==> config.mk <==
export PLATFORM = sky130hd
export DESIGN_NAME = quoted_argument_line_tokenizer
export DESIGN_NICKNAME = d
export VERILOG_FILES = /design/src/qalt_pkg.sv /design/src/qalt_step.sv /design/src/qalt_out_reg.sv /design/src/quoted_argument_line_tokenizer.sv
export SDC_FILE = /design/constraint.sdc
export NUM_CORES = 1
export LEC_CHECK = 0
export BUFFER_PORTS_ARGS = -buffer_cell sky130_fd_sc_hd__buf_2
export CORE_UTILIZATION = 61
export CTS_CLUSTER_SIZE = 20
export DETAILED_ROUTE_END_ITERATION = 10
export GPL_ROUTABILITY_DRIVEN = 0
export GPL_TIMING_DRIVEN = 0
export PLACE_DENSITY = 0.94
export SLEW_MARGIN = 5
export SYNTH_ARGS = -nofsm -noshare
export SYNTH_HDL_FRONTEND = slang
export SYNTH_SLANG_ARGS = --single-unit
export TNS_END_PERCENT = 20
==> constraint.sdc <==
create_clock -name clk_i -period 7.2 [get_ports clk_i]
set_clock_uncertainty 0.1 [all_clocks]
set_input_delay 1.08 -clock clk_i [delete_from_list [all_inputs] [get_ports clk_i]]
set_output_delay 1.08 -clock clk_i [all_outputs]
set_load 0.02 [all_outputs]
==> src/qalt_pkg.sv <==
// Package for the quoted argument line tokenizer: widths, character codes,
// the tokenizer state and result word types. No dependencies.
package qalt_pkg;

  localparam int unsigned MaxArgs     = 8;
  localparam int unsigned BufferDepth = 256;

  localparam int unsigned HeadW = 9;   // holds 0 .. BufferDepth
  localparam int unsigned CntW  = 4;   // holds 0 .. MaxArgs
  localparam int unsigned AddrW = 8;
  localparam int unsigned IdxW  = 3;
  localparam int unsigned LenW  = 9;

  localparam logic [7:0] ChrQuote = 8'h22;
  localparam logic [7:0] ChrSpace = 8'h20;
  localparam logic [7:0] ChrTab   = 8'h09;
  localparam logic [7:0] ChrCr    = 8'h0D;
  localparam logic [7:0] ChrLf    = 8'h0A;
  localparam logic [7:0] ChrNul   = 8'h00;

  localparam logic [LenW-1:0]  LenMin   = LenW'(2);
  localparam logic [LenW-1:0]  LenMax   = LenW'(BufferDepth);
  localparam logic [LenW-1:0]  LenReset = LenW'(BufferDepth);
  localparam logic [CntW-1:0]  CntMax   = CntW'(MaxArgs);

  typedef struct packed {
    logic [HeadW-1:0] head;
    logic [CntW-1:0]  cnt;
    logic [HeadW-1:0] arg_start;
    logic             in_quotes;
    logic             line_ready;
  } tok_state_t;

  typedef struct packed {
    logic             accepted;
    logic             write_valid;
    logic [AddrW-1:0] write_address;
    logic [7:0]       write_byte;
    logic             buffer_full;
    logic             arg_start_valid;
    logic [IdxW-1:0]  arg_index;
    logic [HeadW-1:0] arg_start_address;
    logic             line_done;
    logic [CntW-1:0]  arg_count;
  } tok_result_t;

endpackage

==> src/qalt_step.sv <==
// Tokenizer step: next state and result word for one input word.
// Depends on qalt_pkg.
module qalt_step (
  input  logic                       action_i,
  input  logic [7:0]                 char_in_i,
  input  logic [qalt_pkg::LenW-1:0]  buffer_length_i,
  input  qalt_pkg::tok_state_t       state_i,
  output qalt_pkg::tok_state_t       state_o,
  output qalt_pkg::tok_result_t      result_o
);

  logic [qalt_pkg::LenW-1:0]  len;
  logic                       room;
  logic [qalt_pkg::HeadW-1:0] head_inc;
  logic [qalt_pkg::CntW-1:0]  cnt_inc;
  logic                       below_max;
  logic                       is_sep;
  logic                       inq_next;

  assign len = (buffer_length_i < qalt_pkg::LenMin) ? qalt_pkg::LenMin :
               (buffer_length_i > qalt_pkg::LenMax) ? qalt_pkg::LenMax : buffer_length_i;
  assign room      = state_i.head < len;
  assign head_inc  = qalt_pkg::HeadW'(state_i.head + qalt_pkg::HeadW'(1));
  assign cnt_inc   = qalt_pkg::CntW'(state_i.cnt + qalt_pkg::CntW'(1));
  assign below_max = state_i.cnt < qalt_pkg::CntMax;
  assign is_sep    = (char_in_i == qalt_pkg::ChrSpace) || (char_in_i == qalt_pkg::ChrTab);
  assign inq_next  = ~state_i.in_quotes;

  always_comb begin
    state_o  = state_i;
    result_o = '0;
    result_o.accepted = 1'b1;

    if (action_i) begin
      state_o = '0;
    end else if (state_i.line_ready) begin
      result_o.accepted = 1'b0;
    end else if (below_max && (char_in_i == qalt_pkg::ChrQuote)) begin
      state_o.in_quotes = inq_next;
      // closing quote always ends an argument, even an empty one
      if (!inq_next) begin
        state_o.cnt = cnt_inc;
        if (cnt_inc < qalt_pkg::CntMax) begin
          if (room) begin
            result_o.write_valid   = 1'b1;
            result_o.write_address = state_i.head[qalt_pkg::AddrW-1:0];
            result_o.write_byte    = qalt_pkg::ChrNul;
            state_o.head           = head_inc;
            state_o.arg_start      = head_inc;
            result_o.arg_start_address = head_inc;
          end else begin
            result_o.buffer_full       = 1'b1;
            state_o.arg_start          = state_i.head;
            result_o.arg_start_address = state_i.head;
          end
          result_o.arg_start_valid = 1'b1;
          result_o.arg_index       = cnt_inc[qalt_pkg::IdxW-1:0];
        end
      end
    end else if (below_max && !state_i.in_quotes && is_sep) begin
      // repeated separators are skipped
      if (state_i.arg_start != state_i.head) begin
        state_o.cnt = cnt_inc;
        if (cnt_inc < qalt_pkg::CntMax) begin
          if (room) begin
            result_o.write_valid   = 1'b1;
            result_o.write_address = state_i.head[qalt_pkg::AddrW-1:0];
            result_o.write_byte    = qalt_pkg::ChrNul;
            state_o.head           = head_inc;
            state_o.arg_start      = head_inc;
            result_o.arg_start_address = head_inc;
          end else begin
            result_o.buffer_full       = 1'b1;
            state_o.arg_start          = state_i.head;
            result_o.arg_start_address = state_i.head;
          end
          result_o.arg_start_valid = 1'b1;
          result_o.arg_index       = cnt_inc[qalt_pkg::IdxW-1:0];
        end else if (room) begin
          // last slot now open: separator kept as data
          result_o.write_valid   = 1'b1;
          result_o.write_address = state_i.head[qalt_pkg::AddrW-1:0];
          result_o.write_byte    = char_in_i;
          state_o.head           = head_inc;
        end else begin
          result_o.buffer_full = 1'b1;
        end
      end
    end else if (char_in_i == qalt_pkg::ChrCr) begin
      // terminator lands on the last byte when the buffer is full
      result_o.write_valid   = 1'b1;
      result_o.write_address = room ? state_i.head[qalt_pkg::AddrW-1:0]
                                    : qalt_pkg::AddrW'(len - qalt_pkg::LenW'(1));
      result_o.write_byte    = qalt_pkg::ChrNul;
      if (below_max && (state_i.arg_start < state_i.head)) begin
        state_o.cnt = cnt_inc;
      end
      state_o.head       = '0;
      state_o.in_quotes  = 1'b0;
      state_o.line_ready = 1'b1;
      result_o.line_done = 1'b1;
    end else if (char_in_i != qalt_pkg::ChrLf) begin
      if (room) begin
        result_o.write_valid   = 1'b1;
        result_o.write_address = state_i.head[qalt_pkg::AddrW-1:0];
        result_o.write_byte    = char_in_i;
        state_o.head           = head_inc;
      end else begin
        result_o.buffer_full = 1'b1;
      end
    end

    result_o.arg_count = state_o.cnt;
  end

endmodule

==> src/qalt_out_reg.sv <==
// Result register between the tokenizer step and the output channel.
// Depends on qalt_pkg.
module qalt_out_reg (
  input  logic                  clk_i,
  input  logic                  rst_ni,
  input  logic                  load_i,
  input  qalt_pkg::tok_result_t result_i,
  input  logic                  out_ready_i,
  output logic                  out_valid_o,
  output logic                  can_load_o,
  output qalt_pkg::tok_result_t result_o
);

  logic                  valid_q, valid_d;
  qalt_pkg::tok_result_t data_q;

  // free when empty or when the held word leaves this cycle
  assign can_load_o = ~valid_q | out_ready_i;
  assign valid_d    = load_i | (valid_q & ~out_ready_i);

  always_ff @(posedge clk_i or negedge rst_ni) begin
    if (!rst_ni) begin
      valid_q <= 1'b0;
    end else begin
      valid_q <= valid_d;
    end
  end

  always_ff @(posedge clk_i) begin
    if (load_i) begin
      data_q <= result_i;
    end
  end

  assign out_valid_o = valid_q;
  assign result_o    = data_q;

endmodule

==> src/quoted_argument_line_tokenizer.sv <==
// Top level of the quoted argument line tokenizer: state and length
// registers, step logic and result register. Depends on qalt_pkg,
// qalt_step and qalt_out_reg.
//
//  channel  | handshake              | payload
//  ---------+------------------------+-----------------------------------
//  in       | in_valid_i/in_ready_o  | action_i, char_in_i
//  out      | out_valid_o/out_ready_i| accepted_o .. arg_count_o
//  cfg      | cfg_we_i               | cfg_wdata_i (buffer length)
//
// One word per cycle while in_ready_o is high; its result appears on the
// output in the cycle after acceptance, held in a single result register.
// in_ready_o drops only while that register is full and not being taken.
// Reset clears the tokenizer state and sets the buffer length to 256.
module quoted_argument_line_tokenizer (
  input  logic                        clk_i,
  input  logic                        rst_ni,
  input  logic                        in_valid_i,
  output logic                        in_ready_o,
  input  logic                        action_i,
  input  logic [7:0]                  char_in_i,
  output logic                        out_valid_o,
  input  logic                        out_ready_i,
  output logic                        accepted_o,
  output logic                        write_valid_o,
  output logic [qalt_pkg::AddrW-1:0]  write_address_o,
  output logic [7:0]                  write_byte_o,
  output logic                        buffer_full_o,
  output logic                        arg_start_valid_o,
  output logic [qalt_pkg::IdxW-1:0]   arg_index_o,
  output logic [qalt_pkg::HeadW-1:0]  arg_start_address_o,
  output logic                        line_done_o,
  output logic [qalt_pkg::CntW-1:0]   arg_count_o,
  input  logic                        cfg_we_i,
  input  logic [qalt_pkg::LenW-1:0]   cfg_wdata_i
);

  qalt_pkg::tok_state_t      state_q, state_d;
  qalt_pkg::tok_result_t     step_res, out_res;
  logic [qalt_pkg::LenW-1:0] buf_len_q;
  logic                      can_load;
  logic                      take;

  assign in_ready_o = can_load;
  assign take       = in_valid_i & can_load;

  always_ff @(posedge clk_i or negedge rst_ni) begin
    if (!rst_ni) begin
      buf_len_q <= qalt_pkg::LenReset;
    end else if (cfg_we_i) begin
      buf_len_q <= cfg_wdata_i;
    end
  end

  always_ff @(posedge clk_i or negedge rst_ni) begin
    if (!rst_ni) begin
      state_q <= '0;
    end else if (take) begin
      state_q <= state_d;
    end
  end

  qalt_step u_step (
    .action_i        (action_i),
    .char_in_i       (char_in_i),
    .buffer_length_i (buf_len_q),
    .state_i         (state_q),
    .state_o         (state_d),
    .result_o        (step_res)
  );

  qalt_out_reg u_out_reg (
    .clk_i       (clk_i),
    .rst_ni      (rst_ni),
    .load_i      (take),
    .result_i    (step_res),
    .out_ready_i (out_ready_i),
    .out_valid_o (out_valid_o),
    .can_load_o  (can_load),
    .result_o    (out_res)
  );

  assign accepted_o          = out_res.accepted;
  assign write_valid_o       = out_res.write_valid;
  assign write_address_o     = out_res.write_address;
  assign write_byte_o        = out_res.write_byte;
  assign buffer_full_o       = out_res.buffer_full;
  assign arg_start_valid_o   = out_res.arg_start_valid;
  assign arg_index_o         = out_res.arg_index;
  assign arg_start_address_o = out_res.arg_start_address;
  assign line_done_o         = out_res.line_done;
  assign arg_count_o         = out_res.arg_count;

endmodule
### Word-level counts from Yosys, hierarchy flattened

Index checks and enable logic that the tools add are counted.

* bits in registers: 71
* input port bits: 23
* output and inout bits: 39
* word-level logic and storage cells: 95

* $add $sub $neg: 3
* $lt $le $gt $ge: 6
* equal/unequal tests: 11
* muxes and demuxes: 36
* bitwise logic cells: 7
* reductions and logical operators: 15

Operators by type and width (count)
* two-way mux 31 bit: 4
* two-way mux 9 bit: 8
* two-way mux 18 bit: 3
* two-way mux 17 bit: 3
* two-way mux 24 bit: 2
* two-way mux 22 bit: 2
* two-way mux 13 bit: 3
* two-way mux 23 bit: 1
* less-than comparator 9 bit: 2
* equality test 8 x 4 -> 1 bit (second input constant): 2
* equality test 8 x 6 -> 1 bit (second input constant): 2
* adder 9 x 1 -> 9 bit (second input constant): 1
* > comparator 9 bit (second input constant): 1
* less-than comparator 9 x 2 -> 1 bit (second input constant): 1
* != test 9 bit: 1
* nonzero test 3 bit: 3
* less-than comparator 4 bit (second input constant): 2
* two-way mux 4 bit: 2
* two-way mux 8 bit: 1
* != test 8 x 4 -> 1 bit (second input constant): 1
* subtractor 8 x 1 -> 8 bit (second input constant): 1
* != test 3 bit (second input constant): 2
* AND reduction 6 bit: 1
* two-way mux 1 bit: 5
* 16 further kinds: 24

### Logic depth before layout (Yosys ltp)

Gate-level depths: netlist of run 1.

* depth in word-level cells: 11
* mapped depth: 13
* gate-level depth less buffers: 12

### Modules after synthesis

Synthesis of run 1 repeated with hierarchy kept, for this count alone.

* cells, all modules: 465
* area, all modules: 4759.6 µm²

By module, submodules not included
* qalt_step: instances 1, cells each 354, area each 2293.4 µm²
* quoted_argument_line_tokenizer: instances 1, cells each 71, area each 1307.5 µm²
* qalt_out_reg: instances 1, cells each 40, area each 1158.6 µm²

### Worst setup path after synthesis of run 1

No wires, ideal clock.

* path kind: input-to-reg
* from: in char_in_i[4]
* to: reg u_out_reg.data_q, in the netlist u_out_reg.result_o[2] (data pin)
* data arrival time: 2643 ps
* data required time: 6832 ps
* setup slack: 4189 ps
* stages: 6
* path through: or3_4 > or4_4 > buf_6 > o31ai_4 > a31o_1 > a21oi_1

RTL lines
* from (decl): RTL line quoted_argument_line_tokenizer.sv:21 `input logic [7:0] char_in_i,`
* to (signal assigned): RTL line qalt_out_reg.sv:31 `data_q <= result_i;`
* to (decl): RTL line qalt_out_reg.sv:15 `qalt_pkg::tok_result_t data_q;`

### Final worst setup path of run 1

* from: reg buf_len_q[5] (netlist bit)
* to: reg u_out_reg.data_q, in the netlist u_out_reg.result_o[5] (data pin)

* word-level cells in the longest chain between the ends: 9
* elaborated cells between the ends (all ways): 12

RTL lines
* from (decl): RTL line quoted_argument_line_tokenizer.sv:40 `logic [qalt_pkg::LenW-1:0] buf_len_q;`
* from (signal assigned): RTL line quoted_argument_line_tokenizer.sv:49 `buf_len_q <= qalt_pkg::LenReset;`
* from (signal assigned): RTL line quoted_argument_line_tokenizer.sv:51 `buf_len_q <= cfg_wdata_i;`
* > comparator 9 bit: RTL line qalt_step.sv:21 `(buffer_length_i > qalt_pkg::LenMax) ? qalt_pkg::LenMax : buffer_length_i;`
* two-way mux 9 bit: RTL line qalt_step.sv:21
* two-way mux 9 bit (*): RTL line qalt_step.sv:20 `assign len = (buffer_length_i < qalt_pkg::LenMin) ? qalt_pkg::LenMin :`
* less-than comparator 9 bit (*): RTL line qalt_step.sv:22 `assign room = state_i.head < len;`
* two-way mux 9 bit (*)
* two-way mux 13 bit: RTL line qalt_step.sv:64 `if (cnt_inc < qalt_pkg::CntMax) begin`
* two-way mux 31 bit: RTL line qalt_step.sv:62 `if (state_i.arg_start != state_i.head) begin`
* two-way mux 13 bit: RTL line qalt_step.sv:60 `end else if (below_max && !state_i.in_quotes && is_sep) begin`
* two-way mux 31 bit (*): RTL line qalt_step.sv:38 `end else if (below_max && (char_in_i == qalt_pkg::ChrQuote)) begin`

Mark *: on every way between the ends. The rest lies on a longest branch, timed or not.
A chain may end at the register's enable or synchronous reset.

==> metrics.txt, run 1 <==
# TYPE chip_impl_metric gauge
chip_impl_info{name="run_status",value="finished clean"} 1
chip_impl_metric{name="areaGrowthSynthToFinish",unit="%"} 16.1
chip_impl_metric{name="post-cts-setup-buffer-count",unit=""} 0
chip_impl_metric{name="first_global_vias",unit=""} 3315
chip_impl_metric{name="grt-ovfl-total",unit=""} 0
chip_impl_metric{name="power_frac_clock",unit="%"} 32.9
chip_impl_metric{name="ant_nets",unit=""} 0
chip_impl_metric{name="period_minus_slack",unit="ns"} 3.56
chip_impl_metric{name="seq_area_frac_synth",unit="%"} 49.1
chip_impl_metric{name="worst_ep_arrival_time",unit="ns"} 3.58
chip_impl_metric{name="ys_async_sr_fraction",unit="%"} 47.9
chip_impl_info{name="routed.top_layer",value="met4"} 1
chip_impl_metric{name="cellPowerDensity",unit="nW/um2"} 260
chip_impl_metric{name="wl_met2",unit="um"} 4760
chip_impl_metric{name="fin_ws",unit="ns"} 3.64
chip_impl_metric{name="post_synth_instance_area",unit="um2"} 4000
chip_impl_metric{name="relSlewSlack",unit="%"} 44.5
chip_impl_metric{name="final_number_of_max_transition_violations",unit=""} 0
chip_impl_info{name="worst_setup_path_end_kind",value="register"} 1
chip_impl_metric{name="diodes",unit=""} 0
chip_impl_info{name="timing.critical_path.from_type",value="register"} 1
chip_impl_metric{name="switching_power",unit="W"} 0.000401
chip_impl_metric{name="max-vdd-ir-drop",unit="V"} 0.000225
chip_impl_metric{name="post-place-cells",unit=""} 515
chip_impl_metric{name="biggest_fanout_along_the_worst_timing_path",unit=""} 9
chip_impl_metric{name="ctsResizeCount",unit=""} 0
chip_impl_metric{name="viasPerCell",unit=""} 6.48
chip_impl_info{name="clock_tree_root",value="sky130_fd_sc_hd__clkbuf_8"} 1
chip_impl_metric{name="dpl_cell_area",unit="um2"} 4390
chip_impl_metric{name="globalRouteTotalUtil",unit="%"} 28.7
chip_impl_metric{name="worstMarginPinSlew",unit="ns"} 0.832
chip_impl_metric{name="setup_violations",unit=""} 0
chip_impl_info{name="synth_area_leaders",value="sky130_fd_sc_hd__edfxtp_1 (28%), sky130_fd_sc_hd__dfrtp_1 (21%), sky130_fd_sc_hd__ha_1 (6.6%), sky130_fd_sc_hd__nor2_1 (3.3%), sky130_fd_sc_hd__nand2_1 (2.9%)"} 1
chip_impl_metric{name="max_freq",unit="MHz"} 281
chip_impl_info{name="cpMaxStageDelayCell",value="sky130_fd_sc_hd__dfrtp_1"} 1
chip_impl_metric{name="cts_inserted_buffers",unit=""} 9
chip_impl_info{name="tritoncts",value="built"} 1
chip_impl_info{name="worst-setup-path-type",value="reg -> reg"} 1
chip_impl_metric{name="timing.critical_path.required",unit="ns"} 7.23
chip_impl_metric{name="ys_types",unit=""} 65
chip_impl_metric{name="seq_power_share",unit="%"} 41.6
chip_impl_metric{name="largest_net_degree_at_the_start_of_global_routing",unit=""} 43
chip_impl_metric{name="global_route_wire_length_before_repair",unit="um"} 15700
chip_impl_metric{name="final_cell_count_no_fill",unit=""} 531
chip_impl_metric{name="firstDrtPassIters",unit=""} 6
chip_impl_metric{name="detail_route.wirelength.met1",unit="um"} 3710
chip_impl_metric{name="synth_net_count",unit=""} 422
chip_impl_info{name="most-common-layout-cells",value="sky130_fd_sc_hd__buf_2 (63), sky130_fd_sc_hd__edfxtp_1 (37), sky130_fd_sc_hd__nor2_1 (35)"} 1
chip_impl_info{name="cp_cell_sequence",value="or3_1 -> clkbuf_1 -> nor4_1 -> o21ai_0 -> ha_1 -> a211oi_1 -> nor3_1 -> nor2_1 -> nand2_1 -> inv_2 -> ha_1 -> inv_1 -> nor2_1"} 1
chip_impl_metric{name="yosys_register_bits",unit=""} 71
chip_impl_metric{name="die_width",unit="um"} 83.0
chip_impl_metric{name="fraction_of_final_layout_cells_sized_beyond_drive_strength_1",unit="%"} 24.0
chip_impl_metric{name="power.share.switching",unit="%"} 33.2
chip_impl_metric{name="post_synth_edffs",unit=""} 37
chip_impl_info{name="setup_repair_after_global_routing_missed_its_margin",value="false"} 1
chip_impl_metric{name="i_o_pin_count",unit=""} 62
chip_impl_metric{name="worstPathBufferInverterCount",unit=""} 3
chip_impl_metric{name="design.core.area",unit="um2"} 6350
chip_impl_metric{name="synth_cells",unit=""} 378
chip_impl_metric{name="max-cap-violations",unit=""} 0
chip_impl_metric{name="synthesis.area_per_instance",unit="um2"} 10.6
chip_impl_metric{name="critPathMaxStageDelay",unit="ns"} 0.43
chip_impl_info{name="mostFrequentLayoutCell",value="sky130_fd_sc_hd__buf_2"} 1
chip_impl_metric{name="dp_worst_setup_slack",unit="ns"} 3.78
chip_impl_metric{name="rows",unit=""} 29
chip_impl_metric{name="place.detailed.hpwl",unit="um"} 6530
chip_impl_info{name="holdCritPathClass",value="reg -> reg"} 1
chip_impl_info{name="synth_ff_type",value="sky130_fd_sc_hd__edfxtp_1"} 1
chip_impl_metric{name="drt_drc_violations_left",unit=""} 0
chip_impl_metric{name="report.final.hold_viol_count",unit=""} 0
chip_impl_info{name="yosys.area.top_type",value="sky130_fd_sc_hd__edfxtp_1"} 1
chip_impl_metric{name="die_h",unit="um"} 83.0
chip_impl_metric{name="share_comb_of_total_power",unit="%"} 25.5
chip_impl_metric{name="worst_setup_hold_path_clk_slew",unit="ns"} 0.08
chip_impl_metric{name="start_util",unit="%"} 63.0
chip_impl_metric{name="clock_sinks",unit=""} 71
chip_impl_info{name="family_of_cells_with_the_greatest_summed_delay_on_the_critical_path",value="simple AND/OR/NAND/NOR gates"} 1
chip_impl_metric{name="yosysWarningCount",unit=""} 0
chip_impl_metric{name="dr.first_iter.drc_count",unit=""} 255
chip_impl_metric{name="die-area",unit="um2"} 6880
chip_impl_metric{name="io_buffers",unit=""} 60
chip_impl_metric{name="cts_hold_buffers",unit=""} 0
chip_impl_metric{name="yosys.area.top_type_share",unit="%"} 27.8
chip_impl_metric{name="ctsHtreeMaxLevel",unit=""} 3
chip_impl_metric{name="total_leakage_power",unit="nW"} 1.97
chip_impl_metric{name="fin_tns_setup",unit="ns"} 0
chip_impl_metric{name="whs",unit="ns"} 0.412
chip_impl_metric{name="number_of_antenna_violations_at_the_first_check_in_global_routing",unit=""} 0
chip_impl_metric{name="layout.nets",unit=""} 493
chip_impl_metric{name="num_vias",unit=""} 3442
chip_impl_metric{name="intPower",unit="W"} 0.000807
chip_impl_metric{name="finalInstanceArea",unit="um2"} 4640
chip_impl_metric{name="routed_wirelength",unit="um"} 9470
chip_impl_metric{name="worstSkewPairLatency",unit="ns"} 0.37
chip_impl_metric{name="clk_path_buf_depth",unit=""} 2
chip_impl_metric{name="met3WireLength",unit="um"} 681
chip_impl_metric{name="finalCritPeriodShare",unit="%"} 49.4
chip_impl_metric{name="drt-wirelength-per-cell",unit="um"} 17.8
cells in the mapped netlist (all sizes together), types with 4 or more instances:
master   instances
buf              4
edfxtp          37
clkbuf           5
xnor2           11
dfrtp           33
o2bb2ai          9
o21ai           17
and2             9
nand3           12
a21oi           17
a31oi            6
or3              5
inv             23
nand2           31
nand4           13
nor3             8
nor2            35
o211ai           5
nand2b           6
o21a             6
o22ai            4
and3             5
mux2             8
ha              21
registers in the layout (all words and copies together), names as in the netlist:
signal                 cells
buf_len_q                  9
u_out_reg.result_o        37
u_out_reg.out_valid_o      1
state_q                   24
cells by family after synthesis:
family          after synthesis  share of synthesized area [%]
flops                        71                           49.1
mux                           9                           2.50
simple gates                140                           19.2
buf+inv                      32                           3.29
fa+ha+maj                    21                           6.57
xor+xnor                     12                           2.63
compound gates               93                           16.7
final cells by class:
cell class / count / area, um2
inverter: 23 / 86.3
clock inverter: 7 / 121
clock buffer: 9 / 124
timing repair buffer: 60 / 300
sequential: 71 / 1960
buffer: 9 / 45.0
fill: 395 / 1710
multi-input combinational: 275 / 1900
tap: 77 / 96.3
layer usage:
metal	global-route usage (%)	vias up
li1	-	1562
met1	36.4	1655
met2	46.3	190
met3	6.86	35
met4	13.8	0
met5	0	-
path summary, 6_finish.rpt:
path,from,to,slack [ns],cells past startpoint
worst max-delay path,buf_len_q[5],u_out_reg.result_o[5],3.64,13
worst min-delay path,state_q[7],state_q[7],0.41,1
worst max register to register,buf_len_q[5],u_out_reg.result_o[5],3.64,13
worst min register to register,state_q[7],state_q[7],0.41,1
max in group asynchronous,rst_ni,state_q[2],5.78,1
min in group asynchronous,rst_ni,state_q[1],0.69,1
power by group through the flow:
stage                     Combinational, W  Clock [W]  Sequential [W]
after detailed placement          0.000296          0        0.000509
after floorplan                   0.000192          0        0.000519
final                             0.000308   0.000397        0.000503
after global routing              0.000336   0.000411        0.000506
after CTS                         0.000301   0.000393        0.000501
after global placement            0.000278          0        0.000509
per-stage QoR:
stage,utilization (%),power [W]
after floorplan,-,0.000711
after global placement,69.2,0.000787
after detailed placement,69.2,0.000805
after CTS,73.1,0.00120
after global routing,73.1,0.00125
final,73.1,0.00121
(Power assumes the default switching activity.)
==> run 2, diff against run 1 <==
--- a/config.mk
+++ b/config.mk
@@ -6,12 +6,12 @@
 export NUM_CORES = 1
 export LEC_CHECK = 0
 export BUFFER_PORTS_ARGS = -buffer_cell sky130_fd_sc_hd__buf_2
-export CORE_UTILIZATION = 61
+export CORE_UTILIZATION = 52
 export CTS_CLUSTER_SIZE = 20
 export DETAILED_ROUTE_END_ITERATION = 10
 export GPL_ROUTABILITY_DRIVEN = 0
 export GPL_TIMING_DRIVEN = 0
-export PLACE_DENSITY = 0.94
+export PLACE_DENSITY = 0.86
 export SLEW_MARGIN = 5
 export SYNTH_ARGS = -nofsm -noshare
 export SYNTH_HDL_FRONTEND = slang
==> constraint.sdc (replaced) <==
create_clock -name clk_i -period 2.9 [get_ports clk_i]
set_clock_uncertainty 0.1 [all_clocks]
set_input_delay 0.435 -clock clk_i [delete_from_list [all_inputs] [get_ports clk_i]]
set_output_delay 0.435 -clock clk_i [all_outputs]
set_load 0.02 [all_outputs]
==> run 2 against run 1 <==
Compared with the run above:
- the flow now finishes with violations (setup timing)
- sequential cell count unchanged
- count of clock-buffer cells in the layout up 1
- die area up 17%
- cell count up 5.5%
- critical endpoint is now u_out_reg.result_o[12]
==> metrics.txt, run 2 (synthesis gave the netlist of run 1 again) <==
# TYPE chip_impl_metric gauge
chip_impl_metric{name="biggest_fanout_along_the_worst_timing_path",unit=""} 7
chip_impl_metric{name="number_of_antenna_violations_at_the_first_check_in_global_routing",unit=""} 0
chip_impl_info{name="failed_checks",value="setup timing"} 1
chip_impl_metric{name="relSlewSlack",unit="%"} 44.0
chip_impl_metric{name="firstDrtPassIters",unit=""} 6
chip_impl_metric{name="cts_inserted_buffers",unit=""} 9
chip_impl_metric{name="dpl_cell_area",unit="um2"} 4430
chip_impl_metric{name="post-place-cells",unit=""} 537
chip_impl_metric{name="start_util",unit="%"} 54.5
chip_impl_metric{name="drt_drc_violations_left",unit=""} 0
chip_impl_metric{name="worstSkewPairLatency",unit="ns"} 0.36
chip_impl_info{name="clock_tree_root",value="sky130_fd_sc_hd__clkbuf_8"} 1
chip_impl_metric{name="worst_ep_arrival_time",unit="ns"} 2.91
chip_impl_metric{name="worstMarginPinSlew",unit="ns"} 0.839
chip_impl_info{name="holdCritPathClass",value="in -> async"} 1
chip_impl_metric{name="global_route_wire_length_before_repair",unit="um"} 15300
chip_impl_metric{name="io_buffers",unit=""} 60
chip_impl_metric{name="layout.nets",unit=""} 500
chip_impl_metric{name="viasPerCell",unit=""} 6.19
chip_impl_metric{name="fraction_of_final_layout_cells_sized_beyond_drive_strength_1",unit="%"} 28.6
chip_impl_metric{name="grt-ovfl-total",unit=""} 0
chip_impl_metric{name="total_leakage_power",unit="nW"} 2.03
chip_impl_metric{name="first_global_vias",unit=""} 3382
chip_impl_metric{name="largest_net_degree_at_the_start_of_global_routing",unit=""} 43
chip_impl_metric{name="worst_setup_hold_path_clk_slew",unit="ns"} 0.07
chip_impl_metric{name="die_width",unit="um"} 89.7
chip_impl_metric{name="areaGrowthSynthToFinish",unit="%"} 19.8
chip_impl_metric{name="ctsHtreeMaxLevel",unit=""} 3
chip_impl_metric{name="largest_register_ff_count",unit=""} 37
chip_impl_metric{name="timing.critical_path.required",unit="ns"} 2.90
chip_impl_info{name="worst-setup-path-type",value="reg -> reg"} 1
chip_impl_metric{name="ant_nets",unit=""} 0
chip_impl_metric{name="fin_ws",unit="ns"} -0.00875
chip_impl_metric{name="routed_wirelength",unit="um"} 9650
chip_impl_metric{name="cellPowerDensity",unit="nW/um2"} 614
chip_impl_metric{name="finalCritPeriodShare",unit="%"} 100
chip_impl_metric{name="drt-wirelength-per-cell",unit="um"} 17.2
chip_impl_metric{name="dr.first_iter.drc_count",unit=""} 275
chip_impl_metric{name="final_cell_count_no_fill",unit=""} 560
chip_impl_metric{name="period_minus_slack",unit="ns"} 2.91
chip_impl_metric{name="report.final.hold_viol_count",unit=""} 0
chip_impl_metric{name="clock_sinks",unit=""} 71
chip_impl_info{name="mostFrequentLayoutCell",value="sky130_fd_sc_hd__buf_2"} 1
chip_impl_metric{name="globalRouteTotalUtil",unit="%"} 25.2
chip_impl_metric{name="place.detailed.hpwl",unit="um"} 6710
chip_impl_metric{name="fin_tns_setup",unit="ns"} -0.00875
chip_impl_info{name="setup_repair_after_global_routing_missed_its_margin",value="true"} 1
chip_impl_info{name="tritoncts",value="built"} 1
chip_impl_metric{name="max-cap-violations",unit=""} 0
chip_impl_metric{name="multi_input_area",unit="um2"} 1990
chip_impl_metric{name="final_number_of_max_transition_violations",unit=""} 0
chip_impl_metric{name="die-area",unit="um2"} 8040
chip_impl_metric{name="setup_violations",unit=""} 1
chip_impl_info{name="worst_setup_path_end_kind",value="register"} 1
chip_impl_metric{name="num_vias",unit=""} 3464
chip_impl_info{name="run_status",value="finished with violations"} 1
chip_impl_metric{name="i_o_pin_count",unit=""} 62
chip_impl_info{name="most-common-layout-cells",value="sky130_fd_sc_hd__buf_2 (64), sky130_fd_sc_hd__edfxtp_1 (37), sky130_fd_sc_hd__nor2_1 (33), sky130_fd_sc_hd__dfrtp_1 (33), sky130_fd_sc_hd__nand2_1 (30)"} 1
chip_impl_metric{name="fillCellCount",unit=""} 573
chip_impl_metric{name="max-vdd-ir-drop",unit="V"} 0.000265
chip_impl_metric{name="rows",unit=""} 31
chip_impl_metric{name="area_of_all_sequential_standard_cells",unit="um2"} 1960
chip_impl_info{name="timing.critical_path.from_type",value="register"} 1
chip_impl_metric{name="design.core.area",unit="um2"} 7330
chip_impl_metric{name="clk_path_buf_depth",unit=""} 2
chip_impl_metric{name="diodes",unit=""} 0
chip_impl_metric{name="finalInstanceArea",unit="um2"} 4790
chip_impl_metric{name="max_freq",unit="MHz"} 344
chip_impl_metric{name="die_h",unit="um"} 89.7
-- run 2: changes by cell type in the layout (fill, tap and decap cells not counted), sizes merged --
cell      previous run  this run
buf                 64        73
bufinv               3         2
clkbuf              14        13
clkinv               4         3
clkinvlp             0         1
-- run 2: cell type report --
cell class / count / area share, %
plain buffers: 8 / 0.888
clock buffers: 10 / 2.66
flip-flops and latches: 71 / 41.0
inverters: 23 / 1.85
well taps: 99 / 2.59
repair buffers: 68 / 7.60
clock inverters: 6 / 1.80
multi-input cells: 275 / 41.6
-- run 2: worst paths after layout --
kind	from	end	slack, ns	depth (start not counted)
max in group asynchronous	rst_ni	state_q[9]	2.11	1
hold reg to reg	state_q[5]	state_q[5]	0.41	1
setup reg to reg	buf_len_q[4]	u_out_reg.result_o[12]	-0.009	11
setup / recovery	buf_len_q[4]	u_out_reg.result_o[12]	-0.009	11
hold / removal	rst_ni	buf_len_q[2]	0.07	1
min in group clk_i	in_valid_i	u_out_reg.out_valid_o	0.19	2
-- run 2: per-stage QoR --
step / total power (W) / hold WS [ns] / util [%] / worst slack, ns
after floorplan: 0.00177 / 0.0394 / - / 0.0200
after global placement: 0.00196 / 0.377 / 60.4 / -0.334
after detailed placement: 0.00200 / 0.384 / 60.4 / -0.405
after CTS: 0.00288 / 0.0956 / 64.5 / -0.00805
after global routing: 0.00307 / 0.123 / 65.3 / -0.0861
final: 0.00294 / 0.0670 / 65.3 / -0.00875
-- run 2: where the power goes --
part           internal, W  switching, W  total, W
registers          0.00116     0.0000876   0.00125
logic             0.000309      0.000516  0.000825
clock network     0.000483      0.000384  0.000867
total              0.00195      0.000987   0.00294
-- run 2: timing repair --
| action | CTS | global route |
|---|---|---|
| pin swaps | 6 | 9 |
| gates resized for setup | 8 | 12 |
| endpoints found under the setup margin | 44 | 39 |
| hold buffers | 0 | 0 |
| setup buffers | 6 | 2 |
-- run 2: per-layer routing --
layer / wire length (um) / share of wire (%) / global-route usage (%)
met1: 3880 / 40 / 29.8
met3: 668 / 6.9 / 5.67
met4: 239 / 2.5 / 13.1
met2: 4870 / 50 / 42.8
met5: 0 / 0 / 0
-- run 2: critical path: stages (launching register included) --
cell and delay [ns]:
sky130_fd_sc_hd__dfrtp_1 0.39, sky130_fd_sc_hd__or3_4 0.44, sky130_fd_sc_hd__nor4_4 0.17, sky130_fd_sc_hd__o21ai_2 0.11, sky130_fd_sc_hd__ha_1 0.19, sky130_fd_sc_hd__a211oi_1 0.27, sky130_fd_sc_hd__nor3_1 0.11, sky130_fd_sc_hd__nor2_2 0.16
sky130_fd_sc_hd__buf_4 0.17, sky130_fd_sc_hd__nand4_1 0.18, sky130_fd_sc_hd__xnor2_2 0.29, sky130_fd_sc_hd__nor2_1 0.07
==> run 3, diff against run 2 <==
--- a/config.mk
+++ b/config.mk
@@ -5,13 +5,15 @@
 export SDC_FILE = /design/constraint.sdc
 export NUM_CORES = 1
 export LEC_CHECK = 0
+export ABC_AREA = 1
 export BUFFER_PORTS_ARGS = -buffer_cell sky130_fd_sc_hd__buf_2
+export CORE_ASPECT_RATIO = 1.2
 export CORE_UTILIZATION = 52
 export CTS_CLUSTER_SIZE = 20
 export DETAILED_ROUTE_END_ITERATION = 10
 export GPL_ROUTABILITY_DRIVEN = 0
 export GPL_TIMING_DRIVEN = 0
-export PLACE_DENSITY = 0.86
+export PLACE_DENSITY = 0.85
 export SLEW_MARGIN = 5
 export SYNTH_ARGS = -nofsm -noshare
 export SYNTH_HDL_FRONTEND = slang
==> run 3 against run 2 <==
Compared with the run above:
- the flow finishes with violations (DRC)
- final area grew 5.0%
- sequential share of layout area is 1.9 points lower
- synthesized cell count increased by 37%
- first-iteration DRC count rose by 39%
- combinational power grew 100%
- non-clock buffer count down 8
- count of clock-buffer cells in the layout increased by 1
- critical path type unchanged
==> metrics.txt, run 3 <==
# TYPE chip_impl_metric gauge
chip_impl_info{name="run_status",value="finished with violations"} 1
chip_impl_info{name="failed_checks",value="DRC"} 1
chip_impl_metric{name="die_width",unit="um"} 84.9
chip_impl_metric{name="first_global_vias",unit=""} 3694
chip_impl_metric{name="finalCritPeriodShare",unit="%"} 96.5
chip_impl_metric{name="clock_sinks",unit=""} 71
chip_impl_info{name="synth_area_leaders",value="sky130_fd_sc_hd__edfxtp_1 (26%), sky130_fd_sc_hd__dfrtp_1 (19%), sky130_fd_sc_hd__nand2_1 (12%), sky130_fd_sc_hd__ha_1 (6.1%), sky130_fd_sc_hd__nor2_1 (5.7%)"} 1
chip_impl_metric{name="finish.utilization",unit="%"} 64.1
chip_impl_metric{name="place.detailed.hpwl",unit="um"} 7060
chip_impl_metric{name="max-vdd-ir-drop",unit="V"} 0.000353
chip_impl_metric{name="post_synth_edffs",unit=""} 37
chip_impl_metric{name="total_leakage_power",unit="nW"} 2.55
chip_impl_metric{name="dr.first_iter.drc_count",unit=""} 381
chip_impl_metric{name="fin_ws",unit="ns"} 0.100
chip_impl_metric{name="start_util",unit="%"} 54.7
chip_impl_metric{name="max_freq",unit="MHz"} 357
chip_impl_metric{name="yosysWarningCount",unit=""} 0
chip_impl_metric{name="routed_wirelength",unit="um"} 10200
chip_impl_metric{name="number_of_antenna_violations_at_the_first_check_in_global_routing",unit=""} 0
chip_impl_metric{name="ys_async_sr_fraction",unit="%"} 47.9
chip_impl_metric{name="firstDrtPassIters",unit=""} 8
chip_impl_metric{name="post_synth_instance_area",unit="um2"} 4290
chip_impl_metric{name="worstMarginPinSlew",unit="ns"} 0.857
chip_impl_metric{name="largest_register_ff_count",unit=""} 37
chip_impl_info{name="tritoncts",value="built"} 1
chip_impl_metric{name="rows",unit=""} 35
chip_impl_metric{name="yosys.area.top_type_share",unit="%"} 25.9
chip_impl_metric{name="yosys_register_bits",unit=""} 71
chip_impl_metric{name="layout.nets",unit=""} 633
chip_impl_metric{name="design.core.area",unit="um2"} 7840
chip_impl_metric{name="max-cap-violations",unit=""} 0
chip_impl_info{name="worst-setup-path-type",value="reg -> reg"} 1
chip_impl_metric{name="ctsHtreeMaxLevel",unit=""} 3
chip_impl_info{name="synth_ff_type",value="sky130_fd_sc_hd__edfxtp_1"} 1
chip_impl_metric{name="setup_violations",unit=""} 0
chip_impl_info{name="holdCritPathClass",value="in -> async"} 1
chip_impl_info{name="clock_tree_root",value="sky130_fd_sc_hd__clkbuf_8"} 1
chip_impl_metric{name="grt-ovfl-total",unit=""} 0
chip_impl_metric{name="biggest_fanout_along_the_worst_timing_path",unit=""} 15
chip_impl_info{name="timing.critical_path.from_type",value="register"} 1
chip_impl_info{name="worst_setup_path_end_kind",value="register"} 1
chip_impl_metric{name="relSlewSlack",unit="%"} 42.8
chip_impl_metric{name="worstSkewPairLatency",unit="ns"} 0.36
chip_impl_metric{name="globalRouteTotalUtil",unit="%"} 24.6
chip_impl_metric{name="worst_setup_hold_path_clk_slew",unit="ns"} 0.08
chip_impl_metric{name="areaGrowthSynthToFinish",unit="%"} 17.3
chip_impl_metric{name="io_buffers",unit=""} 60
chip_impl_metric{name="synthesis.area_per_instance",unit="um2"} 8.31
chip_impl_info{name="synth.most_common_cell",value="sky130_fd_sc_hd__nand2_1"} 1
chip_impl_metric{name="cellPowerDensity",unit="nW/um2"} 812
chip_impl_metric{name="timing.critical_path.required",unit="ns"} 2.92
chip_impl_metric{name="ant_nets",unit=""} 0
chip_impl_info{name="most-common-layout-cells",value="sky130_fd_sc_hd__nand2_1 (137), sky130_fd_sc_hd__nor2_1 (64), sky130_fd_sc_hd__buf_2 (61)"} 1
chip_impl_metric{name="synth_cells",unit=""} 516
chip_impl_metric{name="fin_tns_setup",unit="ns"} 0
chip_impl_metric{name="diodes",unit=""} 0
chip_impl_info{name="netlist_top_cells_count",value="sky130_fd_sc_hd__nand2_1 (139), sky130_fd_sc_hd__nor2_1 (65), sky130_fd_sc_hd__inv_1 (53)"} 1
chip_impl_metric{name="drt-wirelength-per-cell",unit="um"} 14.9
chip_impl_metric{name="cts_hold_buffers",unit=""} 0
chip_impl_metric{name="seq_area_frac_synth",unit="%"} 45.8
chip_impl_metric{name="drt_drc_violations_left",unit=""} 6
chip_impl_metric{name="cts_inserted_buffers",unit=""} 9
chip_impl_metric{name="die-area",unit="um2"} 8610
chip_impl_metric{name="ff2ff_setup_slack",unit="ns"} 0.10
chip_impl_metric{name="fraction_of_final_layout_cells_sized_beyond_drive_strength_1",unit="%"} 24.7
chip_impl_metric{name="report.final.hold_viol_count",unit=""} 0
chip_impl_metric{name="worst_ep_arrival_time",unit="ns"} 2.82
chip_impl_info{name="yosys.area.top_type",value="sky130_fd_sc_hd__edfxtp_1"} 1
chip_impl_metric{name="global_route_wire_length_before_repair",unit="um"} 16200
chip_impl_metric{name="num_vias",unit=""} 3791
chip_impl_info{name="mostFrequentLayoutCell",value="sky130_fd_sc_hd__nand2_1"} 1
chip_impl_metric{name="largest_net_degree_at_the_start_of_global_routing",unit=""} 43
chip_impl_metric{name="ys_types",unit=""} 43
chip_impl_metric{name="period_minus_slack",unit="ns"} 2.80
chip_impl_metric{name="fillCellCount",unit=""} 586
chip_impl_metric{name="synth_net_count",unit=""} 560
chip_impl_metric{name="die_h",unit="um"} 101
chip_impl_metric{name="i_o_pin_count",unit=""} 62
chip_impl_metric{name="dp_worst_setup_slack",unit="ns"} -0.0513
chip_impl_metric{name="final_number_of_max_transition_violations",unit=""} 0
chip_impl_metric{name="clk_path_buf_depth",unit=""} 2
chip_impl_metric{name="viasPerCell",unit=""} 5.53
[run 3: cell count changes after synthesis, moves of 8 or more]
cell | previous run | this run
sky130_fd_sc_hd__nand2_1 | 31 | 139
sky130_fd_sc_hd__inv_1 | 21 | 53
sky130_fd_sc_hd__nor2_1 | 35 | 65
sky130_fd_sc_hd__inv_2 | 2 | 14
sky130_fd_sc_hd__nand2_2 | 0 | 12
sky130_fd_sc_hd__nand3_1 | 12 | 22
sky130_fd_sc_hd__nand4_1 | 13 | 4
sky130_fd_sc_hd__o2bb2ai_1 | 9 | 0
sky130_fd_sc_hd__xnor2_1 | 11 | 2
sky130_fd_sc_hd__and2_1 | 8 | 0
sky130_fd_sc_hd__xor2_1 | 1 | 9
[run 3: cells by family after synthesis]
family	after synthesis	synth area share, %
AOI/OAI and AO/OA	58	7.85
DFF	71	45.8
and+or+nand+nor	278	30.2
buffers and inverters	75	7.15
muxes	1	0.263
xor gates and xnor gates	12	2.63
adders and majority gates	21	6.13
[run 3: metrics by stage]
stage          hold WS [ns]  instance area [um2]  total power (W)  std cells
2_1_floorplan        0.0394                 4290          0.00251        516
6_report             0.0769                 5030          0.00408        686
3_3_place_gp          0.384                 4700          0.00285        668
5_1_grt               0.149                 5030          0.00432        686
4_1_cts               0.103                 4980          0.00398        684
3_5_place_dp          0.395                 4700          0.00291        668
[run 3: final timing paths]
check	start	depth (start not counted)	endpoint
max	buf_len_q[6]	13	u_out_reg.result_o[5]
min	rst_ni	1	buf_len_q[6]
max reg2reg	buf_len_q[6]	13	u_out_reg.result_o[5]
min reg2reg	u_out_reg.out_valid_o	2	u_out_reg.out_valid_o
max in group asynchronous	rst_ni	1	state_q[23]
min in group clk_i	in_valid_i	3	u_out_reg.out_valid_o
[run 3: where the power goes]
part | leakage (nW) | switching [W] | internal [W]
clock network | 0.134 | 0.000399 | 0.000684
logic | 1.61 | 0.00110 | 0.000553
registers | 0.803 | 0.000121 | 0.00123
[run 3: timing repair]
action                     CTS  global route
setup endpoints to repair    4            31
gates resized for setup      3            11
setup buffers                1             2
pin swaps                    2             1
[run 3: cell type report]
type                            instances  area (um2)  area share, %
Clock inverter                          5         129           2.56
Inverter                               69         274           5.45
Multi-Input combinational cell        370        2050           40.8
Timing Repair Buffer                   63         323           6.42
Tap cell                               92         115           2.29
Clock buffer                           11         141           2.81
Buffer                                  5        31.3          0.622
Sequential cell                        71        1960           39.0
[run 3: worst max-delay path, cell delays in order (launching register included)]
cell and delay (ns):
sky130_fd_sc_hd__dfrtp_1 0.42, sky130_fd_sc_hd__nor2_2 0.14, sky130_fd_sc_hd__nand3_1 0.13, sky130_fd_sc_hd__o21ai_4 0.21
sky130_fd_sc_hd__a21oi_2 0.13, sky130_fd_sc_hd__ha_1 0.31, sky130_fd_sc_hd__nand2_1 0.06, sky130_fd_sc_hd__nor3_2 0.25
sky130_fd_sc_hd__nand2_4 0.11, sky130_fd_sc_hd__nand2_8 0.12, sky130_fd_sc_hd__clkinv_8 0.11, sky130_fd_sc_hd__ha_1 0.30
sky130_fd_sc_hd__inv_1 0.11, sky130_fd_sc_hd__nor2_1 0.06
[run 3: routing by layer]
layer / vias up / global-route usage [%] / share of wire (%)
li1: 1827 / - / -
met1: 1741 / 26.6 / 39
met2: 176 / 43.9 / 52
met3: 47 / 5.13 / 5.7
met4: 0 / 15.9 / 3.9
met5: - / 0 / 0
